==> src/rtl/core/rmm2d_pkg.sv <==
`timescale 1ns / 1ps

package rmm2d_pkg;

    localparam int CFG_INDEX_WIDTH = 4;
    localparam int SIZE_WIDTH      = 7;

    localparam logic [CFG_INDEX_WIDTH-1:0] CFG_ROWS_IN_USE = 4'd0;
    localparam logic [CFG_INDEX_WIDTH-1:0] CFG_COLS_IN_USE = 4'd1;

    localparam logic [SIZE_WIDTH-1:0] SIZE_RESET = 7'd64;

    localparam logic MODE_UPDATE = 1'b0;
    localparam logic MODE_QUERY  = 1'b1;

    typedef struct packed {
        logic               mode;
        logic [6:0]         row;
        logic [6:0]         col;
        logic signed [31:0] new_value;
        logic [6:0]         row_lo;
        logic [6:0]         row_hi;
        logic [6:0]         col_lo;
        logic [6:0]         col_hi;
    } in_item_t;

    typedef struct packed {
        logic signed [31:0] range_max;
        logic signed [31:0] range_min;
        logic               empty_range;
    } out_item_t;

    typedef enum logic [3:0] {
        S_CLEAR,
        S_IDLE,
        S_DISPATCH,
        S_RDESC,
        S_CDESC,
        S_URA,
        S_URB,
        S_UWR,
        S_QROW,
        S_QCOL,
        S_QDONE
    } state_t;

    typedef struct packed {
        logic clr_step;
        logic load;
        logic dispatch;
        logic rdesc;
        logic cdesc;
        logic u_rda;
        logic u_rdb;
        logic u_wr;
        logic q_row;
        logic q_col;
        logic q_out;
    } cmd_t;

    typedef struct packed {
        logic clr_last;
        logic mode;
        logic upd_ok;
        logic q_empty;
        logic rd_leaf;
        logic cd_leaf;
        logic asc_last;
        logic rs_empty;
        logic r_cov;
        logic cs_empty;
        logic out_busy;
    } sts_t;

endpackage

==> src/rtl/core/rmm2d_ctrl.sv <==
`timescale 1ns / 1ps

module rmm2d_ctrl (
    input  logic              aclk,
    input  logic              aresetn,
    input  logic              s_valid,
    output logic              s_ready,
    input  rmm2d_pkg::sts_t   sts,
    output rmm2d_pkg::cmd_t   cmd
);
    import rmm2d_pkg::*;

    state_t state_reg;
    state_t state_next;

    always_ff @(posedge aclk) begin
        if (!aresetn) begin
            state_reg <= S_CLEAR;
        end else begin
            state_reg <= state_next;
        end
    end

    always_comb begin
        state_next = state_reg;
        case (state_reg)
            S_CLEAR: begin
                if (sts.clr_last) state_next = S_IDLE;
            end
            S_IDLE: begin
                if (s_valid) state_next = S_DISPATCH;
            end
            S_DISPATCH: begin
                if (sts.mode == MODE_UPDATE) begin
                    state_next = sts.upd_ok ? S_RDESC : S_IDLE;
                end else begin
                    state_next = sts.q_empty ? S_QDONE : S_QROW;
                end
            end
            S_RDESC: begin
                if (sts.rd_leaf) state_next = S_CDESC;
            end
            S_CDESC: begin
                if (sts.cd_leaf) state_next = S_URA;
            end
            S_URA: state_next = S_URB;
            S_URB: state_next = S_UWR;
            S_UWR: begin
                state_next = sts.asc_last ? S_IDLE : S_URA;
            end
            S_QROW: begin
                if (sts.rs_empty) begin
                    state_next = S_QDONE;
                end else if (sts.r_cov) begin
                    state_next = S_QCOL;
                end
            end
            S_QCOL: begin
                if (sts.cs_empty) state_next = S_QROW;
            end
            S_QDONE: begin
                if (!sts.out_busy) state_next = S_IDLE;
            end
            default: state_next = S_CLEAR;
        endcase
    end

    always_comb begin
        cmd = '0;
        s_ready = 1'b0;
        case (state_reg)
            S_CLEAR:    cmd.clr_step = 1'b1;
            S_IDLE: begin
                s_ready  = 1'b1;
                cmd.load = s_valid;
            end
            S_DISPATCH: cmd.dispatch = 1'b1;
            S_RDESC:    cmd.rdesc = 1'b1;
            S_CDESC:    cmd.cdesc = 1'b1;
            S_URA:      cmd.u_rda = 1'b1;
            S_URB:      cmd.u_rdb = 1'b1;
            S_UWR:      cmd.u_wr = 1'b1;
            S_QROW:     cmd.q_row = !sts.rs_empty;
            S_QCOL:     cmd.q_col = !sts.cs_empty;
            S_QDONE:    cmd.q_out = !sts.out_busy;
            default:    cmd = '0;
        endcase
    end

endmodule

==> config.mk <==
export PLATFORM = sky130hd
export DESIGN_NAME = rmm2d_ctrl
export DESIGN_NICKNAME = d
export VERILOG_FILES = /design/src/rtl/core/rmm2d_pkg.sv /design/src/rtl/core/rmm2d_ctrl.sv
export SDC_FILE = /design/constraint.sdc
export NUM_CORES = 1
export LEC_CHECK = 0
export ABC_AREA = 1
export BUFFER_PORTS_ARGS = -buffer_cell sky130_fd_sc_hd__buf_2
export CORE_AREA = 2 2 47 49
export DETAILED_ROUTE_END_ITERATION = 10
export DIE_AREA = 0 0 49 51
export HOLD_SLACK_MARGIN = 0.02
export PLACE_DENSITY_LB_ADDON = 0.3
export SLEW_MARGIN = 15
export SYNTH_ARGS = -nofsm -noshare
export SYNTH_HDL_FRONTEND = slang
export SYNTH_SLANG_ARGS = --single-unit
export TNS_END_PERCENT = 50
==> constraint.sdc <==
create_clock -name aclk -period 1.25 [get_ports aclk]
set_input_delay 0.125 -clock aclk [delete_from_list [all_inputs] [get_ports aclk]]
set_output_delay 0.125 -clock aclk [all_outputs]
set_load 0.01 [all_outputs]
==> impl_metrics.prom, run 1 <==
# TYPE chip_impl_metric gauge
chip_impl_info{name="outcome",value="finished, final reports clean"} 1
chip_impl_metric{name="critPathBufInv",unit=""} 3
chip_impl_info{name="synthTopCellsByCount",value="sky130_fd_sc_hd__nand2_1 (25), sky130_fd_sc_hd__inv_1 (19), sky130_fd_sc_hd__nor2_1 (12)"} 1
chip_impl_metric{name="die_h",unit="microns"} 51
chip_impl_metric{name="grt_pass1_vias",unit=""} 572
chip_impl_metric{name="final-hold-violation-count",unit=""} 0
chip_impl_info{name="critical-path-slowest-cell",value="sky130_fd_sc_hd__dfxtp_4"} 1
chip_impl_metric{name="clock_skew",unit="ns"} 0.00004306
chip_impl_metric{name="preCtsSetupSlack",unit="ns"} -0.01903
chip_impl_metric{name="post_synthesis_net_count",unit=""} 108
chip_impl_info{name="crit_path_cell_trace",value="inv_6 > nand2_4 > buf_4 > nor3_2 > buf_2"} 1
chip_impl_metric{name="antenna_found_initial",unit=""} 0
chip_impl_info{name="critical_path_class",value="reg2out"} 1
chip_impl_metric{name="finalNetCount",unit=""} 143
chip_impl_info{name="endpoint_kind",value="primary output"} 1
chip_impl_metric{name="synthToLayoutAreaGrowth",unit="%"} 70.08
chip_impl_info{name="synth_top_area_cell",value="sky130_fd_sc_hd__nand2_1"} 1
chip_impl_metric{name="drt_wl_total",unit="mm"} 1.412
chip_impl_metric{name="drc_errors",unit=""} 0
chip_impl_metric{name="synth_enable_flop_cells",unit=""} 0
chip_impl_metric{name="port_buffers",unit=""} 25
chip_impl_metric{name="drive_gt1_share",unit="%"} 55.91
chip_impl_metric{name="timing.final.crit_period",unit="ns"} 1.249
chip_impl_metric{name="syn-mean-instance-area",unit="sq um"} 5.204
chip_impl_metric{name="max_slew.worst_pin.slew",unit="ns"} 0.2021
chip_impl_metric{name="globalRouteTotalUtil",unit="%"} 10.64
chip_impl_metric{name="detailed_place_hpwl",unit="mm"} 1.109
chip_impl_metric{name="rows",unit=""} 17
chip_impl_metric{name="mappedNetlistArea",unit="sq um"} 489.2
chip_impl_info{name="worst_hold_path_type",value="in2reg"} 1
chip_impl_metric{name="cts.reportedPaths.clkPinSlew",unit="ns"} 0.03
chip_impl_metric{name="number_of_ports_placed_on_the_die_boundary",unit=""} 26
chip_impl_metric{name="drt_iter0_markers",unit=""} 8
chip_impl_metric{name="detail_route.vias_per_cell",unit=""} 4.303
chip_impl_metric{name="maximum_vdd_drop",unit="V"} 0.0007869
chip_impl_info{name="synthMostInstantiatedCell",value="sky130_fd_sc_hd__nand2_1"} 1
chip_impl_metric{name="ant_cells",unit=""} 0
chip_impl_metric{name="hold_buffers",unit=""} 0
chip_impl_metric{name="crit_arrival",unit="ns"} 1.12
chip_impl_metric{name="fillers",unit=""} 237
chip_impl_metric{name="timing.hold.ws",unit="ns"} 0.1944
chip_impl_metric{name="fp.dieArea",unit="sq mm"} 0.002499
chip_impl_metric{name="syn_inst",unit=""} 94
chip_impl_metric{name="max_cap_violations",unit=""} 0
chip_impl_metric{name="post_synth_num_cell_types",unit=""} 17
chip_impl_metric{name="count_of_vias_placed_by_the_detailed_router",unit=""} 667
chip_impl_metric{name="worst_slack",unit="ns"} 0.0008296
chip_impl_metric{name="finalWeightedCongestion",unit=""} 0.7945
chip_impl_metric{name="async_flop_share",unit="%"} 0
chip_impl_info{name="critical_path.startpoint_type",value="register"} 1
chip_impl_metric{name="post-route-period-util",unit="%"} 99.93
chip_impl_metric{name="drv_slew",unit=""} 0
chip_impl_info{name="family_of_cells_with_the_greatest_summed_delay_on_the_critical_path",value="buffers and inverters"} 1
chip_impl_info{name="netlist_top_cells_area",value="sky130_fd_sc_hd__nand2_1 (19%), sky130_fd_sc_hd__dfxtp_1 (16%), sky130_fd_sc_hd__inv_1 (15%)"} 1
chip_impl_metric{name="p_leak",unit="nW"} 0.4687
chip_impl_metric{name="worst-endpoint-required",unit="ns"} 1.12
chip_impl_metric{name="post_drt_wl_per_cell",unit="microns"} 9.110
chip_impl_metric{name="slew_headroom",unit="%"} 86.49
chip_impl_metric{name="dr.pass1.iters",unit=""} 4
chip_impl_metric{name="max_ffs_per_register",unit=""} 4
chip_impl_metric{name="detail-route-antenna-nets",unit=""} 0
chip_impl_metric{name="floorplan.core_area",unit="sq mm"} 0.002063
chip_impl_metric{name="timing.fmax",unit="GHz"} 0.8005
chip_impl_metric{name="post-synth-top-area-fraction",unit="%"} 19.18
chip_impl_metric{name="cpPeakStageDelay",unit="ns"} 0.35
chip_impl_info{name="rsz0062_at_grt",value="true"} 1
chip_impl_info{name="most_used_flip_flop_cell_after_synthesis",value="sky130_fd_sc_hd__dfxtp_1"} 1
chip_impl_metric{name="clk-insertion-delay-late",unit="ns"} 0.23
chip_impl_metric{name="grt_overflow_total",unit=""} 0
chip_impl_metric{name="yosysWarningCount",unit=""} 0
chip_impl_metric{name="largest_net_degree_at_the_start_of_global_routing",unit=""} 8
chip_impl_metric{name="dieWidth",unit="microns"} 49
chip_impl_info{name="clock_tree_from_tritoncts",value="done"} 1
chip_impl_metric{name="power_dens_cells",unit="mW/mm^2"} 1450
chip_impl_metric{name="ys_ff_latch",unit=""} 4
chip_impl_metric{name="finalSetupViolations",unit=""} 0
chip_impl_metric{name="clockBufferDepth",unit=""} 2
chip_impl_metric{name="grt_pass1_wl",unit="mm"} 2.090
chip_impl_metric{name="report.power.total",unit="W"} 0.001207
chip_impl_metric{name="start_util",unit="%"} 23.71
chip_impl_info{name="clk_root_buffer_cell",value="sky130_fd_sc_hd__clkbuf_4"} 1
chip_impl_metric{name="post-route-util",unit="%"} 40.33
chip_impl_metric{name="cts_buffers",unit=""} 3
chip_impl_metric{name="htree_num_levels",unit=""} 1
chip_impl_metric{name="tritoncts_num_sinks",unit=""} 4
chip_impl_metric{name="synth.yosys.seq_area_share",unit="%"} 16.37
chip_impl_metric{name="critical_path.max_fanout",unit=""} 4
==> layer usage <==
metal  part of all wire [%]  global-route usage (%)  wire length [microns]
met3                    1.9                   2.047                     27
met5                      0                       0                      0
met4                      0                   5.714                      0
met1                     41                   11.86                    574
met2                     57                   19.18                    811
==> report_power, final <==
group	internal [W]	total (W)	switching [W]
combinational	0.000321	0.000791	0.000470
sequential	0.000180	0.000263	0.0000828
clock	0.000107	0.000153	0.0000459
total	0.000608	0.00121	0.000598
==> layout make-up <==
class | count | area (sq um) | share of cell area [%]
Multi-Input combinational cell | 67 | 382.9 | 46.02
Timing Repair Buffer | 30 | 197.7 | 23.76
Inverter | 23 | 98.84 | 11.88
Sequential cell | 4 | 95.09 | 11.43
Tap cell | 28 | 35.03 | 4.211
Clock buffer | 3 | 22.52 | 2.707
==> tightest hold or removal path: cells and delay by family <==
family                 cells  cell delay (ns)
AOI/OAI and AO/OA          1             0.11
buffers and inverters      2             0.15
==> final timing paths <==
| path | slack, ns | endpoint | from | depth (start not counted) |
|---|---|---|---|---|
| worst max-delay path | 0.0008 | cmd[9] | state_reg[2] | 5 |
| worst min-delay path | 0.19 | state_reg[1] | aresetn | 3 |
| worst max register to register | 0.03 | state_reg[2] | state_reg[2] | 9 |
| worst min register to register | 0.54 | state_reg[0] | state_reg[0] | 2 |
==> what timing repair did <==
| action | 4_1_cts | 5_1_grt |
|---|---|---|
| setup buffers | 0 | 3 |
| endpoints found under the setup margin | 14 | 15 |
| pin swaps | 0 | 9 |
| gates resized for setup | 8 | 34 |
==> per-stage QoR <==
| step | cell area (sq um) | TNS (ns) | std cells |
|---|---|---|---|
| final | 832.0 | 0 | 155 |
| after floorplan | 489.2 | 0 | 94 |
| after global placement | 664.4 | -0.06602 | 149 |
| after global routing | 832.0 | -0.6727 | 155 |
| after detailed placement | 664.4 | -0.03150 | 149 |
| after CTS | 703.2 | -0.3134 | 152 |
==> layout by cell type, fill, tap and decap left out, types with 4 or more instances in the layout <==
master,netlist,routed
sky130_fd_sc_hd__nand2_1,25,21
sky130_fd_sc_hd__buf_2,0,20
sky130_fd_sc_hd__inv_1,19,12
sky130_fd_sc_hd__nor2_1,12,11
sky130_fd_sc_hd__inv_2,3,7
sky130_fd_sc_hd__nand2_2,4,6
sky130_fd_sc_hd__nand3_1,7,6
sky130_fd_sc_hd__buf_6,0,6
sky130_fd_sc_hd__nor2_4,1,4
sky130_fd_sc_hd__buf_4,0,4
sky130_fd_sc_hd__dfxtp_4,0,4
==> cell families after synthesis <==
logic type,after synthesis,share of synthesized area [%]
buf+inv,23,17.65
simple gates,59,56.78
compound gates,8,9.209
flops,4,16.37
(Power assumes the default switching activity.)
==> run 2: changes to the inputs <==
--- a/config.mk
+++ b/config.mk
@@ -5,11 +5,11 @@
 export SDC_FILE = /design/constraint.sdc
 export NUM_CORES = 1
 export LEC_CHECK = 0
-export ABC_AREA = 1
+export ABC_AREA = 0
 export BUFFER_PORTS_ARGS = -buffer_cell sky130_fd_sc_hd__buf_2
-export CORE_AREA = 2 2 47 49
+export CORE_AREA = 2 2 46 48
 export DETAILED_ROUTE_END_ITERATION = 10
-export DIE_AREA = 0 0 49 51
+export DIE_AREA = 0 0 48 50
 export HOLD_SLACK_MARGIN = 0.02
 export PLACE_DENSITY_LB_ADDON = 0.3
 export SLEW_MARGIN = 15
==> run 2 against run 1 <==
The flow now finishes with violations (negative setup slack); sequential power fell by 20%; synthesized area fell by 4.9%; cell count down 12%; non-clock buffer count is 20 higher; global-route usage is 4.5 points higher; clock skew rose by 0.0060 ns; synthesized cell count down 35%; hold slack got worse by 0.056 ns; die area fell by 4.0%; clock power grew 8%; cell area grew 12%; sequential share of layout area down 2.1 points.
==> impl_metrics.prom, run 2 <==
# TYPE chip_impl_metric gauge
chip_impl_info{name="outcome",value="finished with violations"} 1
chip_impl_info{name="violations",value="negative setup slack"} 1
chip_impl_metric{name="timing.hold.ws",unit="ns"} 0.1385
chip_impl_metric{name="synth.yosys.seq_area_share",unit="%"} 17.20
chip_impl_metric{name="die_h",unit="microns"} 50
chip_impl_metric{name="max_ffs_per_register",unit=""} 4
chip_impl_metric{name="worst-endpoint-required",unit="ns"} 1.37
chip_impl_metric{name="post_synthesis_net_count",unit=""} 75
chip_impl_info{name="startpoint_of_the_tightest_hold_check_path",value="aresetn"} 1
chip_impl_info{name="clock_tree_from_tritoncts",value="done"} 1
chip_impl_metric{name="start_util",unit="%"} 24.47
chip_impl_metric{name="drt_iter0_markers",unit=""} 12
chip_impl_metric{name="dr.pass1.iters",unit=""} 4
chip_impl_metric{name="drv_slew",unit=""} 0
chip_impl_metric{name="cpPeakStageDelay",unit="ns"} 0.52
chip_impl_info{name="layout.cells.most_common",value="sky130_fd_sc_hd__buf_2"} 1
chip_impl_metric{name="synth_enable_flop_cells",unit=""} 0
chip_impl_info{name="netlist_top_cells_area",value="sky130_fd_sc_hd__dfxtp_1 (17%), sky130_fd_sc_hd__nor3_1 (6.5%), sky130_fd_sc_hd__o221ai_4 (5.6%)"} 1
chip_impl_info{name="crit_path_cell_trace",value="or4b_4 > o221a_4 > o221ai_4 > a21oi_2 > o221a_1"} 1
chip_impl_metric{name="max_cap_violations",unit=""} 0
chip_impl_metric{name="yosysWarningCount",unit=""} 0
chip_impl_metric{name="max_slew.worst_pin.slew",unit="ns"} 0.3144
chip_impl_metric{name="worstHoldPathCells",unit=""} 2
chip_impl_info{name="most_used_flip_flop_cell_after_synthesis",value="sky130_fd_sc_hd__dfxtp_1"} 1
chip_impl_metric{name="clockBufferDepth",unit=""} 2
chip_impl_metric{name="largest_net_degree_at_the_start_of_global_routing",unit=""} 13
chip_impl_metric{name="worst_slack",unit="ns"} -0.4276
chip_impl_metric{name="drt_wl_total",unit="mm"} 1.752
chip_impl_metric{name="post-synth-top-area-fraction",unit="%"} 17.20
chip_impl_info{name="endpoint_kind",value="register"} 1
chip_impl_metric{name="port_buffers",unit=""} 25
chip_impl_metric{name="power_dens_cells",unit="mW/mm^2"} 1702
chip_impl_metric{name="clock_skew",unit="ns"} 0.006012
chip_impl_metric{name="antenna_found_initial",unit=""} 0
chip_impl_metric{name="grt_overflow_total",unit=""} 0
chip_impl_metric{name="post_drt_wl_per_cell",unit="microns"} 12.88
chip_impl_metric{name="globalRouteTotalUtil",unit="%"} 15.13
chip_impl_metric{name="dieWidth",unit="microns"} 48
chip_impl_metric{name="preCtsSetupSlack",unit="ns"} -0.5096
chip_impl_metric{name="ant_cells",unit=""} 0
chip_impl_metric{name="syn_inst",unit=""} 61
chip_impl_metric{name="finalNetCount",unit=""} 125
chip_impl_metric{name="detail-route-antenna-nets",unit=""} 0
chip_impl_metric{name="detail_route.vias_per_cell",unit=""} 4.721
chip_impl_metric{name="cts_buffers",unit=""} 3
chip_impl_info{name="most_used_cells_in_the_layout_excluding_fill_and_tap_cells",value="sky130_fd_sc_hd__buf_2 (24), sky130_fd_sc_hd__buf_4 (19), sky130_fd_sc_hd__buf_6 (7)"} 1
chip_impl_metric{name="drive_gt1_share",unit="%"} 71.56
chip_impl_metric{name="grt_pass1_vias",unit=""} 563
chip_impl_metric{name="slew_headroom",unit="%"} 79.04
chip_impl_metric{name="number_of_ports_placed_on_the_die_boundary",unit=""} 26
chip_impl_info{name="clk_root_buffer_cell",value="sky130_fd_sc_hd__clkbuf_4"} 1
chip_impl_metric{name="rows",unit=""} 16
chip_impl_metric{name="p_leak",unit="nW"} 0.4194
chip_impl_metric{name="post-route-period-util",unit="%"} 134.2
chip_impl_metric{name="final_cell_area",unit="sq um"} 928.4
chip_impl_metric{name="mappedNetlistArea",unit="sq um"} 465.4
chip_impl_metric{name="crit_arrival",unit="ns"} 1.79
chip_impl_metric{name="timing.fmax",unit="GHz"} 0.5961
chip_impl_info{name="synthTopCellsByCount",value="sky130_fd_sc_hd__nor2_1 (6), sky130_fd_sc_hd__nor3_1 (6), sky130_fd_sc_hd__dfxtp_1 (4), sky130_fd_sc_hd__nand2_1 (4), sky130_fd_sc_hd__nand2b_1 (4)"} 1
chip_impl_metric{name="fp.dieArea",unit="sq mm"} 0.002400
chip_impl_metric{name="htree_num_levels",unit=""} 1
chip_impl_metric{name="syn-mean-instance-area",unit="sq um"} 7.630
chip_impl_metric{name="report.power.total",unit="W"} 0.001580
chip_impl_metric{name="placed_area",unit="sq um"} 744.5
chip_impl_metric{name="detailed_place_hpwl",unit="mm"} 1.299
chip_impl_metric{name="maximum_vdd_drop",unit="V"} 0.0008360
chip_impl_metric{name="clk-insertion-delay-late",unit="ns"} 0.24
chip_impl_metric{name="grt_pass1_wl",unit="mm"} 2.587
chip_impl_metric{name="floorplan.core_area",unit="sq mm"} 0.001902
chip_impl_metric{name="post_synth_num_cell_types",unit=""} 33
chip_impl_info{name="critical_path.startpoint_type",value="register"} 1
chip_impl_metric{name="post-route-util",unit="%"} 48.82
chip_impl_metric{name="count_of_vias_placed_by_the_detailed_router",unit=""} 642
chip_impl_info{name="synth_top_area_cell",value="sky130_fd_sc_hd__dfxtp_1"} 1
chip_impl_info{name="rsz0062_at_grt",value="true"} 1
chip_impl_metric{name="async_flop_share",unit="%"} 0
chip_impl_info{name="critical_path_class",value="reg2reg"} 1
chip_impl_metric{name="worst_r2r_path_depth",unit=""} 5
chip_impl_info{name="min_to",value="state_reg[3]"} 1
chip_impl_metric{name="r2r_setup_slack",unit="ns"} -0.43
chip_impl_info{name="worst_hold_path_type",value="in2reg"} 1
chip_impl_metric{name="final-hold-violation-count",unit=""} 0
chip_impl_metric{name="finalSetupViolations",unit=""} 15
chip_impl_metric{name="ys_ff_latch",unit=""} 4
chip_impl_metric{name="tritoncts_num_sinks",unit=""} 4
chip_impl_info{name="critical-path-slowest-cell",value="sky130_fd_sc_hd__or4b_4"} 1
chip_impl_info{name="worstReg2RegEnd",value="state_reg[1]"} 1
chip_impl_metric{name="timing.final.crit_period",unit="ns"} 1.678
chip_impl_metric{name="cts.reportedPaths.clkPinSlew",unit="ns"} 0.04
chip_impl_metric{name="finalWeightedCongestion",unit=""} 0.7641
chip_impl_metric{name="critical_path.max_fanout",unit=""} 7
chip_impl_info{name="critical_path.reg2reg.startpoint",value="state_reg[0]"} 1
chip_impl_metric{name="drc_errors",unit=""} 0
chip_impl_metric{name="synthToLayoutAreaGrowth",unit="%"} 99.46
chip_impl_metric{name="fillers",unit=""} 188
run 2: stage by stage:
stage	setup TNS, ns	cells
6_report	-2.968	136
5_1_grt	-3.869	136
4_1_cts	-3.109	135
3_5_place_dp	-1.890	128
3_3_place_gp	-1.599	128
2_1_floorplan	-1.611	61
run 2: worst max-delay path by stage:
stage          slack [ns]         start           end  cells past startpoint
2_1_floorplan       -0.42  state_reg[2]  state_reg[1]                      6
3_3_place_gp        -0.41  state_reg[1]  state_reg[1]                      5
3_5_place_dp        -0.51  state_reg[0]  state_reg[1]                      5
4_1_cts             -0.43  state_reg[0]  state_reg[3]                      5
5_1_grt             -0.48  state_reg[0]  state_reg[1]                      5
6_report            -0.43  state_reg[0]  state_reg[1]                      5
run 2: what timing repair did:
item,in CTS,in global routing
setup buffers,4,1
pin swaps,7,4
hold buffers,0,0
resized for setup,24,7
setup endpoints to repair,16,16
run 2: report_power, final:
group / switching [W] / internal, W
clock: 0.0000582 / 0.000108
sequential: 0.0000433 / 0.000168
combinational: 0.000535 / 0.000668
run 2: kinds of logic (layout without fill, tap and decap cells):
family,after synthesis,count (layout),synth area share (%)
buffers and inverters,7,55,8.063
AND/OR/NAND/NOR,34,34,43.01
flip-flops,4,4,17.20
multiplexers,2,2,4.838
AO/OA/AOI/OAI,14,14,26.88
run 2: area by class of cell:
cell class	count	area (sq um)	share of cell area (%)
clock buffers	3	22.52	2.426
inverters	2	7.507	0.8086
multi-input cells	50	436.7	47.04
flip-flops and latches	4	86.33	9.299
well taps	27	33.78	3.639
repair buffers	50	341.6	36.79
run 2: critical path: cells and delay by family, from the launching register on:
family,cells,cell delay [ns]
AOI/OAI and AO/OA,4,0.70
DFF,1,0.33
and+or+nand+nor,1,0.52
run 2: layer usage:
metal,GRT usage (%),vias up,share of wire (%)
li1,-,323,-
met3,1.099,2,5.2
met2,24.44,26,49
met4,6.757,0,1.1
met1,19.60,291,45
met5,0,-,0
==> run 3: changes to the inputs <==
--- a/config.mk
+++ b/config.mk
@@ -10,6 +10,7 @@
 export CORE_AREA = 2 2 46 48
 export DETAILED_ROUTE_END_ITERATION = 10
 export DIE_AREA = 0 0 48 50
+export GPL_TIMING_DRIVEN = 0
 export HOLD_SLACK_MARGIN = 0.02
 export PLACE_DENSITY_LB_ADDON = 0.3
 export SLEW_MARGIN = 15
==> run 3 against run 2 <==
The run still ends with negative setup slack left; fmax is 0.88% lower; clock skew is 0.00053 ns lower; highest routed layer unchanged; sequential power is 9.5% higher; largest power group unchanged; power is 5.8% lower.
==> impl_metrics.prom, run 3 (synthesized netlist as in run 2, its figures left out) <==
# TYPE chip_impl_metric gauge
chip_impl_info{name="outcome",value="finished with violations"} 1
chip_impl_info{name="violations",value="negative setup slack"} 1
chip_impl_metric{name="synthToLayoutAreaGrowth",unit="%"} 86.29
chip_impl_info{name="critical_path.startpoint_type",value="register"} 1
chip_impl_metric{name="rows",unit=""} 16
chip_impl_metric{name="post-route-period-util",unit="%"} 135.4
chip_impl_metric{name="timing.final.crit_period",unit="ns"} 1.693
chip_impl_metric{name="finalWeightedCongestion",unit=""} 0.7701
chip_impl_metric{name="detail-route-antenna-nets",unit=""} 0
chip_impl_metric{name="slew_headroom",unit="%"} 79.91
chip_impl_metric{name="timing.fmax",unit="GHz"} 0.5908
chip_impl_metric{name="tritoncts_num_sinks",unit=""} 4
chip_impl_metric{name="grt_pass1_vias",unit=""} 533
chip_impl_metric{name="clk-insertion-delay-late",unit="ns"} 0.24
chip_impl_metric{name="maximum_vdd_drop",unit="V"} 0.0005858
chip_impl_metric{name="fp.dieArea",unit="sq mm"} 0.002400
chip_impl_metric{name="cts.reportedPaths.clkPinSlew",unit="ns"} 0.04
chip_impl_metric{name="power_dens_cells",unit="mW/mm^2"} 1716
chip_impl_metric{name="grt_overflow_total",unit=""} 0
chip_impl_metric{name="die_h",unit="microns"} 50
chip_impl_metric{name="dr.pass1.iters",unit=""} 4
chip_impl_metric{name="dieWidth",unit="microns"} 48
chip_impl_info{name="clk_root_buffer_cell",value="sky130_fd_sc_hd__clkbuf_4"} 1
chip_impl_metric{name="cts_buffers",unit=""} 3
chip_impl_metric{name="max_slew.worst_pin.slew",unit="ns"} 0.2986
chip_impl_metric{name="grt_pass1_wl",unit="mm"} 2.339
chip_impl_metric{name="detail_route.vias_per_cell",unit=""} 4.976
chip_impl_metric{name="floorplan.core_area",unit="sq mm"} 0.001902
chip_impl_metric{name="final-hold-violation-count",unit=""} 0
chip_impl_info{name="worst_hold_path_type",value="in2reg"} 1
chip_impl_metric{name="clockBufferDepth",unit=""} 2
chip_impl_info{name="crit_path_cell_trace",value="buf_4 > or2b_1 > o221a_4 > o221ai_4 > nor3b_2 > o31a_1"} 1
chip_impl_metric{name="p_leak",unit="nW"} 0.3663
chip_impl_metric{name="drt_wl_total",unit="mm"} 1.649
chip_impl_info{name="layout.cells.most_common",value="sky130_fd_sc_hd__buf_2"} 1
chip_impl_metric{name="crit_arrival",unit="ns"} 1.82
chip_impl_info{name="most_used_cells_in_the_layout_excluding_fill_and_tap_cells",value="sky130_fd_sc_hd__buf_2 (24), sky130_fd_sc_hd__nor3_2 (5), sky130_fd_sc_hd__buf_6 (5), sky130_fd_sc_hd__buf_4 (5)"} 1
chip_impl_metric{name="clock_skew",unit="ns"} 0.005484
chip_impl_metric{name="dp_cells",unit=""} 113
chip_impl_metric{name="finalSetupViolations",unit=""} 15
chip_impl_metric{name="start_util",unit="%"} 24.47
chip_impl_metric{name="worst_slack",unit="ns"} -0.4425
chip_impl_metric{name="drc_errors",unit=""} 0
chip_impl_metric{name="stdcell_count",unit=""} 123
chip_impl_metric{name="hold_buffers",unit=""} 0
chip_impl_metric{name="critPathBufInv",unit=""} 1
chip_impl_info{name="rsz0062_at_grt",value="true"} 1
chip_impl_info{name="endpoint_kind",value="register"} 1
chip_impl_metric{name="cpPeakStageDelay",unit="ns"} 0.35
chip_impl_metric{name="worst-endpoint-required",unit="ns"} 1.37
chip_impl_metric{name="critical_path.max_fanout",unit=""} 6
chip_impl_metric{name="finalNetCount",unit=""} 112
chip_impl_info{name="clock_tree_from_tritoncts",value="done"} 1
chip_impl_metric{name="drt_iter0_markers",unit=""} 7
chip_impl_metric{name="htree_num_levels",unit=""} 1
chip_impl_metric{name="antenna_found_initial",unit=""} 0
chip_impl_metric{name="max_ffs_per_register",unit=""} 4
chip_impl_metric{name="preCtsSetupSlack",unit="ns"} -0.5184
chip_impl_metric{name="drive_gt1_share",unit="%"} 68.75
chip_impl_info{name="family_of_cells_with_the_greatest_summed_delay_on_the_critical_path",value="compound AO/OA/AOI/OAI gates"} 1
chip_impl_metric{name="number_of_ports_placed_on_the_die_boundary",unit=""} 26
chip_impl_metric{name="post_drt_wl_per_cell",unit="microns"} 13.41
chip_impl_metric{name="ant_cells",unit=""} 0
chip_impl_metric{name="count_of_vias_placed_by_the_detailed_router",unit=""} 612
chip_impl_metric{name="port_buffers",unit=""} 25
chip_impl_metric{name="globalRouteTotalUtil",unit="%"} 13.65
chip_impl_metric{name="fillers",unit=""} 203
chip_impl_metric{name="largest_net_degree_at_the_start_of_global_routing",unit=""} 11
chip_impl_info{name="critical_path_class",value="reg2reg"} 1
chip_impl_info{name="critical-path-slowest-cell",value="sky130_fd_sc_hd__dfxtp_2"} 1
chip_impl_metric{name="max_cap_violations",unit=""} 0
chip_impl_metric{name="drv_slew",unit=""} 0
## run 3: cell types whose count changed in the layout (fill, tap and decap cells not counted), sizes merged
cell / before / now
buf: 50 / 36
clkbuf: 3 / 4
## run 3: layout make-up
cell class / count / area (sq um) / share of cell area (%)
clock buffer: 3 / 22.52 / 2.597
inverter: 2 / 10.01 / 1.154
tap: 27 / 33.78 / 3.896
multi-input combinational: 50 / 445.4 / 51.37
buffer: 4 / 60.06 / 6.926
timing repair buffer: 33 / 209.0 / 24.10
sequential: 4 / 86.33 / 9.957
## run 3: metal layers
metal	share of wire (%)	up-vias	GRT usage [%]
met4	1.5	0	6.757
li1	-	299	-
met1	42	280	17.98
met5	0	-	0
met3	5.8	3	2.198
met2	51	30	20.67
## run 3: path summary, 6_finish.rpt
check | startpoint | end | slack, ns | depth (start not counted)
setup / recovery | state_reg[1] | state_reg[3] | -0.44 | 6
hold / removal | aresetn | state_reg[3] | 0.15 | 2
hold reg to reg | state_reg[0] | state_reg[0] | 0.70 | 3
setup reg to reg | state_reg[1] | state_reg[3] | -0.44 | 6
## run 3: timing repair
item | 4_1_cts | 5_1_grt
pin swaps | 12 | 6
resized for setup | 29 | 13
setup buffers | 8 | 1
setup endpoints to repair | 16 | 16
## run 3: per-stage QoR
| stage | cell area, sq um | hold slack, ns | setup TNS (ns) | power [W] | utilization (%) |
|---|---|---|---|---|---|
| finish | 867.1 | 0.1510 | -3.116 | 0.001488 | 45.59 |
| global route | 867.1 | 0.1514 | -4.031 | 0.001594 | 45.59 |
| CTS | 809.5 | 0.1491 | -2.700 | 0.001360 | 42.57 |
| detailed placement | 624.3 | 0.3979 | -2.856 | 0.0008692 | 32.83 |
| global placement | 624.3 | 0.4017 | -2.721 | 0.0008704 | 32.83 |
| floorplan | 465.4 | 0.2529 | -1.611 | 0.0006891 | - |
## run 3: where the power goes
| group | internal, W | switching [W] | total [W] |
|---|---|---|---|
| sequential | 0.000174 | 0.0000564 | 0.000231 |
| clock | 0.000108 | 0.0000581 | 0.000166 |
| combinational | 0.000569 | 0.000522 | 0.00109 |
| total | 0.000851 | 0.000637 | 0.00149 |
